$ cat src/hdl/bbpe_pkg.sv
// Shared types and constants for the bicubic Bezier patch evaluator.
// Used by every module in the hdl folder; depends on nothing else.
package bbpe_pkg;

  // Opcode of an input request.
  typedef enum logic {
    OP_LOAD = 1'b0,
    OP_EVAL = 1'b1
  } op_t;

  // Configuration register indexes.
  localparam logic [1:0] REG_TESS   = 2'd0;
  localparam logic [1:0] REG_MIRROR = 2'd1;
  localparam logic [1:0] REG_THRESH = 2'd2;

  localparam int MAG_W = 40;  // cross product magnitude
  localparam int NRM_W = 24;  // normalized magnitude, in [2^23, 2^24)
  localparam int SQ_W  = 50;  // sum of squares
  localparam int LEN_W = 25;  // square root of the sum of squares
  localparam int QT_W  = 15;  // normal component magnitude, at most 2^14
  localparam int NUM_W = 39;  // divider numerator

  localparam logic signed [15:0] ONE_Q14 = 16'sd16384;
  localparam logic [15:0]        ONE_Q15 = 16'd32768;

  typedef logic [30:0]        bw_t;   // Bernstein weight, Q30
  typedef logic signed [31:0] dw_t;   // derivative weight, Q30

  typedef struct packed {
    logic signed [15:0] pos_x;
    logic signed [15:0] pos_y;
    logic signed [15:0] pos_z;
    logic [15:0]        tex_u;
    logic [15:0]        tex_v;
  } vtx_t;

  // Travels alongside the divider.
  typedef struct packed {
    logic [2:0] neg;
    logic       degen;
    vtx_t       vtx;
  } nsd_t;

  // Travels alongside the square root unit.
  typedef struct packed {
    logic [2:0][NRM_W-1:0] mag;
    nsd_t                  nsd;
  } sqs_t;

endpackage

$ cat src/hdl/bbpe_isqrt.sv
// Pipelined integer square root, one result bit per stage, with a sideband
// word carried in step. Depends on bbpe_pkg.
module bbpe_isqrt import bbpe_pkg::*; #(
  parameter int SIDE_W = 8
) (
  input  logic              clk,
  input  logic              rst,
  input  logic              in_valid,
  input  logic [SQ_W-1:0]   radicand,
  input  logic [SIDE_W-1:0] in_side,
  output logic              out_valid,
  output logic [LEN_W-1:0]  root,
  output logic [SIDE_W-1:0] out_side
);

  localparam int STEPS = LEN_W;
  localparam int REM_W = LEN_W + 2;

  logic              vld [STEPS];
  logic [SQ_W-1:0]   rad [STEPS];
  logic [REM_W-1:0]  rem [STEPS];
  logic [LEN_W-1:0]  rt  [STEPS];
  logic [SIDE_W-1:0] sd  [STEPS];

  for (genvar j = 0; j < STEPS; j++) begin : g_step
    logic              p_vld;
    logic [SQ_W-1:0]   p_rad;
    logic [REM_W-1:0]  p_rem;
    logic [LEN_W-1:0]  p_rt;
    logic [SIDE_W-1:0] p_sd;
    logic [REM_W+1:0]  rem_sh;
    logic [REM_W+1:0]  trial;

    if (j == 0) begin : g_first
      assign p_vld = in_valid;
      assign p_rad = radicand;
      assign p_rem = '0;
      assign p_rt  = '0;
      assign p_sd  = in_side;
    end else begin : g_next
      assign p_vld = vld[j-1];
      assign p_rad = rad[j-1];
      assign p_rem = rem[j-1];
      assign p_rt  = rt[j-1];
      assign p_sd  = sd[j-1];
    end

    assign rem_sh = {p_rem, p_rad[SQ_W-1 -: 2]};
    assign trial  = {2'b0, p_rt, 2'b01};

    always_ff @(posedge clk) begin
      if (rst) begin
        vld[j] <= 1'b0;
      end else begin
        vld[j] <= p_vld;
      end
    end

    always_ff @(posedge clk) begin
      rad[j] <= {p_rad[SQ_W-3:0], 2'b00};
      sd[j]  <= p_sd;
      if (rem_sh >= trial) begin
        rem[j] <= REM_W'(rem_sh - trial);
        rt[j]  <= {p_rt[LEN_W-2:0], 1'b1};
      end else begin
        rem[j] <= REM_W'(rem_sh);
        rt[j]  <= {p_rt[LEN_W-2:0], 1'b0};
      end
    end
  end

  assign out_valid = vld[STEPS-1];
  assign root      = rt[STEPS-1];
  assign out_side  = sd[STEPS-1];

endmodule

$ cat config.mk
export PLATFORM = sky130hd
export DESIGN_NAME = bbpe_isqrt
export DESIGN_NICKNAME = d
export VERILOG_FILES = /design/src/hdl/bbpe_pkg.sv /design/src/hdl/bbpe_isqrt.sv
export SDC_FILE = /design/constraint.sdc
export NUM_CORES = 2
export LEC_CHECK = 0
export BUFFER_PORTS_ARGS = -buffer_cell sky130_fd_sc_hd__buf_2
export CAP_MARGIN = 20
export CORE_ASPECT_RATIO = 0.8
export CORE_MARGIN = 2
export CORE_UTILIZATION = 54
export CTS_CLUSTER_DIAMETER = 200
export DETAILED_ROUTE_END_ITERATION = 10
export GPL_TIMING_DRIVEN = 1
export PLACE_DENSITY = 0.81
export SLEW_MARGIN = 20
export SYNTH_ARGS = -nofsm -noshare
export SYNTH_HDL_FRONTEND = slang
export SYNTH_SLANG_ARGS = --single-unit
$ cat constraint.sdc
create_clock -name clk -period 3.85 [get_ports clk]
set_clock_uncertainty 0.05 [all_clocks]
set_input_delay 0.77 -clock clk [delete_from_list [all_inputs] [get_ports clk]]
set_output_delay 0.77 -clock clk [all_outputs]
set_load 0.05 [all_outputs]
Word-level counts from Yosys, hierarchy flattened
Memories as Yosys holds them, arrays and structs flattened.
Cells that the tools add are included.
Cells by class
  add/sub/neg operators: 25
  multipliers: 0
  divide/modulo/power cells: 0
  order comparisons: 25
  equality and inequality tests: 0
  shift operators: 0
  mux-type cells: 153
  bitwise operators: 75
  reductions and logical operators: 0
Operators with widths (number)
  $ge A29 B27 Y1: 24
  $mux W27: 25
  $sub A27 B27 Y27: 24
  $mux W25: 25
  $mux W1: 103
  $or A1 B1 Y1: 75
  $sub A2 B1 Y3 const B: 1
  $ge A2 B1 Y1 const B: 1
Word-level totals
  register bits: 0
  bits in latches: 0
  memory bits (writable): 2725
  memory bits (read-only): 0
  bits of input ports: 61
  output and inout port bits: 34
  word-level logic and storage cells: 283
  memories kept: 5
Memories
  rad: depth 25, width 48, rd ports 24, clocked after Yosys merged registers in 0, wr ports 25, line bbpe_isqrt.sv:20  | logic [SQ_W-1:0] rad [STEPS];
  rem: depth 25, width 27, rd ports 24, clocked after Yosys merged registers in 0, wr ports 25, line bbpe_isqrt.sv:21  | logic [REM_W-1:0] rem [STEPS];
  rt: depth 25, width 25, rd ports 25, clocked after Yosys merged registers in 0, wr ports 25, line bbpe_isqrt.sv:22  | logic [LEN_W-1:0] rt [STEPS];
  sd: depth 25, width 8, rd ports 25, clocked after Yosys merged registers in 0, wr ports 25, line bbpe_isqrt.sv:23  | logic [SIDE_W-1:0] sd [STEPS];
  vld: depth 25, width 1, rd ports 25, clocked after Yosys merged registers in 0, wr ports 25, line bbpe_isqrt.sv:19  | logic vld [STEPS];

Depth between registers and ports, before layout
An unclocked memory read counts as a cell.
  depth in word-level cells: 5
  depth in mapped cells: 14
  depth with buffers taken out: 11

Least setup slack after synthesis
OpenSTA, ideal clock, no wires.
  kind: reg-to-reg
  start point: memory rt[22][10] (netlist: rt[1][160])
  end point: memory rem[23][11] (netlist bit)
  library setup time: 121 ps
  data arrival time: 2646 ps
  required time: 3679 ps
  slack: 1033 ps
  stages on the path, launching flop included: 13
  path buffers: 3
  period minus slack after synthesis: 2817 ps
  cell sequence: dfxtp_1 inv_1 ha_1 clkbuf_2 nand3_1 or4_1 o31ai_1 nor3_1 nor2_1 and2_1 buf_2 buf_2 mux2_2
RTL lines (line)
  start, declared: bbpe_isqrt.sv:22
  end, declared: bbpe_isqrt.sv:21

==> impl_metrics.json <==
{
  "drive_gt1_share_pct": 8.272,
  "fin_crit_ps": 3531,
  "synth_top_area_share_pct": 57.33,
  "stdcell_area_um2": 69940,
  "drc_errors": 0,
  "crit_required_ps": 4460,
  "nets": 6510,
  "crit_path_start_kind": "register",
  "cp.arrival_ps": 4140,
  "end_kind": "register",
  "synth_area_um2": 61490,
  "drv_slew": 0,
  "antenna_found_initial": 3,
  "fmax_mhz": 283.2,
  "ys_seq_area_share_pct": 57.33,
  "clockBufferDepth": 3,
  "viasPerCell": 5.384,
  "synth.area.top_cells": "dfxtp_1 57%, ha_1 7.2%, xnor2_1 3.5%",
  "r2r-end": "rem[17][10]$_DFF_P_",
  "cts_root_buf": "clkbuf_16",
  "n_antenna_cell": 0,
  "synth_compound_area_share_pct": 11.65,
  "fp.dieW_um": 381.3,
  "layout.cells.non_filler": 7738,
  "leakage_nw": 32.50,
  "netlist_instances": 5868,
  "cts_buffers": 160,
  "r2r_cells": 11,
  "num_vias": 41660,
  "synthDistinctLibCells": 95,
  "crit_fanout": 25,
  "syn_to_final_growth_pct": 13.73,
  "maxCapViolations": 0,
  "htreeDepth": 4,
  "num_rows": 110,
  "setup_violations": 0,
  "crit_type": "reg -> reg",
  "cts_tree": "done",
  "total_power_mw": 47.40,
  "yosys.area.top_type": "dfxtp_1",
  "synthMuxAreaShare_pct": 0.9360,
  "fin_setup_tns_ps": 0,
  "grt_max_degree": 39,
  "ys.flop_type": "dfxtp_1",
  "place_area_um2": 63670,
  "grt.total_usage_pct": 22.31,
  "io_pins": 95,
  "setup_slack_ps": 318.5,
  "hpwl_um": 94120,
  "max-slew-margin-rel_pct": 35.04,
  "fill_cells": 8658,
  "die_area_um2": 116600,
  "drtAntennaViolNets": 0,
  "seq_area_um2": 35250,
  "clkTransAtPathRegs_ps": 70,
  "worstReg2RegStart": "rt[1][0]$_DFF_P_",
  "max-vdd-ir-drop_mv": 0.6572,
  "layout_commonest_cell": "dfxtp_1",
  "start_util_pct": 54.55,
  "final_cell_mix": "1761 x dfxtp_1, 443 x inv_1, 405 x nor2_1, 395 x a21oi_1, 352 x ha_1",
  "grt_pass1_vias": 40360,
  "hold_viol": 0,
  "final_util_pct": 62.04,
  "synth-simple-area-share_pct": 12.37,
  "multiInputGateArea_um2": 24130,
  "worstHoldStart": "radicand[20]",
  "cts.repair.resized": 0,
  "port-buffer-count": 94,
  "wl_per_cell_um": 17.04,
  "die_h_um": 305.8,
  "outcome": "finished, final reports clean",
  "worstHoldEndpoint": "rad[0][20]$_DFF_P_",
  "synth_xor_area_share_pct": 7.065,
  "overflow": 0,
  "r2r_slack_ps": 320,
  "yosys_warnings": 0,
  "syn_avg_cell_area_um2": 10.48,
  "synth_edf_count": 0,
  "fin_crit_sh_pct": 91.73,
  "ys_seq_elements": 1761,
  "clk_latency_ps": 820,
  "core-area_um2": 112700,
  "holdWs_ps": 70.74,
  "dr.pass1.iters": 6,
  "synth_top_family_by_area": "simple AND/OR/NAND/NOR gates",
  "clock_sinks": 1761,
  "worst_pin_slew_ps": 965.5,
  "routed_wl_um": 131900,
  "first_iter_violations": 3347,
  "power_density_nw_per_um2": 677.8,
  "dp.cells": 7392,
  "hold_class": "in -> reg",
  "synth-adder-area-share_pct": 7.162,
  "grt_setup_unrepaired": "false",
  "synth_nets": 6281,
  "worstHoldPathCells": 1,
  "place_ws_ps": 472.0,
  "gp_congestion": 0.9226,
  "async_flop_share_pct": 0,
  "grt_pass1_wl_um": 211400
}
-- synthesized netlist by cell type (12+ instances only) --
| cell type | number |
|---|---|
| a2111oi_0 | 17 |
| a211oi_1 | 30 |
| a21boi_0 | 18 |
| a21o_1 | 128 |
| a21oi_1 | 396 |
| a31oi_1 | 32 |
| and2_1 | 20 |
| and3_1 | 27 |
| buf_2 | 26 |
| clkbuf_1 | 77 |
| dfxtp_1 | 1761 |
| ha_1 | 352 |
| inv_1 | 443 |
| mux2_2 | 44 |
| nand2_1 | 327 |
| nand2b_1 | 52 |
| nand3_1 | 97 |
| nand3b_1 | 23 |
| nand4_1 | 70 |
| nor2_1 | 405 |
| nor2b_1 | 68 |
| nor3_1 | 155 |
| nor3b_1 | 16 |
| nor4_1 | 70 |
| o2111ai_1 | 12 |
| o211ai_1 | 27 |
| o21a_1 | 75 |
| o21ai_0 | 240 |
| o21bai_1 | 22 |
| o31ai_1 | 29 |
| or2_2 | 32 |
| or3_1 | 55 |
| or4_1 | 35 |
| xnor2_1 | 248 |
| xor2_1 | 248 |
-- power by group --
| group | switching, mW | leakage (nW) | total (mW) | internal [mW] |
|---|---|---|---|---|
| Sequential | 2.23 | 14.7 | 23.2 | 21.0 |
| Clock | 7.13 | 2.77 | 16.8 | 9.67 |
| Combinational | 4.10 | 15.0 | 7.39 | 3.29 |
-- final cells by class --
class | instances | area share (%)
tap | 1512 | 2.705
clock buffer | 217 | 6.460
sequential | 1761 | 50.41
multi-input combinational | 3549 | 34.50
clock inverter | 74 | 1.718
inverter | 446 | 2.394
timing repair buffer | 179 | 1.818
-- per-layer routing --
metal  share of wire [%]  GRT usage (%)  vias to the layer above
met5              0.0099              0                        -
met4                 2.3          7.253                        2
met3                 6.5          3.836                      228
met2                  43          33.79                     1323
met1                  48          32.32                    19540
li1                    -              -                    20570
-- logic make-up after synthesis --
group           count (synthesis)
buf+inv                       558
flops                        1761
xor+xnor                      496
mux                            52
simple gates                 1510
other cells                     1
compound gates               1138
fa+ha+maj                     352
-- timing repair --
action	4_1_cts	5_1_grt
hold buffers	55	0
hold endpoints to repair	55	0
setup buffers	0	0
-- flip-flops by register name (all words and copies together) (netlist names) --
signal,flops
vld,25
rem,611
rad,600
sd,200
rt,325
-- worst max path at each step --
stage                             startpoint  slack (ps)             endpoint
after floorplan           rt[1][160]$_DFF_P_        1030  rem[23][11]$_DFF_P_
after global placement     rt[1][75]$_DFF_P_         600  rem[20][10]$_DFF_P_
after detailed placement    rt[1][0]$_DFF_P_         470  rem[17][10]$_DFF_P_
after CTS                   rt[1][0]$_DFF_P_         400  rem[17][10]$_DFF_P_
after global routing      rt[1][100]$_DFF_P_         140  rem[21][24]$_DFF_P_
final                       rt[1][0]$_DFF_P_         320  rem[17][10]$_DFF_P_
-- critical path: stages (launching register included) --
cell and delay, ps:
dfxtp_1 370, inv_1 60, ha_1 320, o21ai_0 150, a22oi_1 380, a21oi_1 200, o21ai_0 470, a31oi_1 260
o21a_1 320, inv_1 100, buf_4 260, mux2_2 400
(Power assumes the default switching activity.)
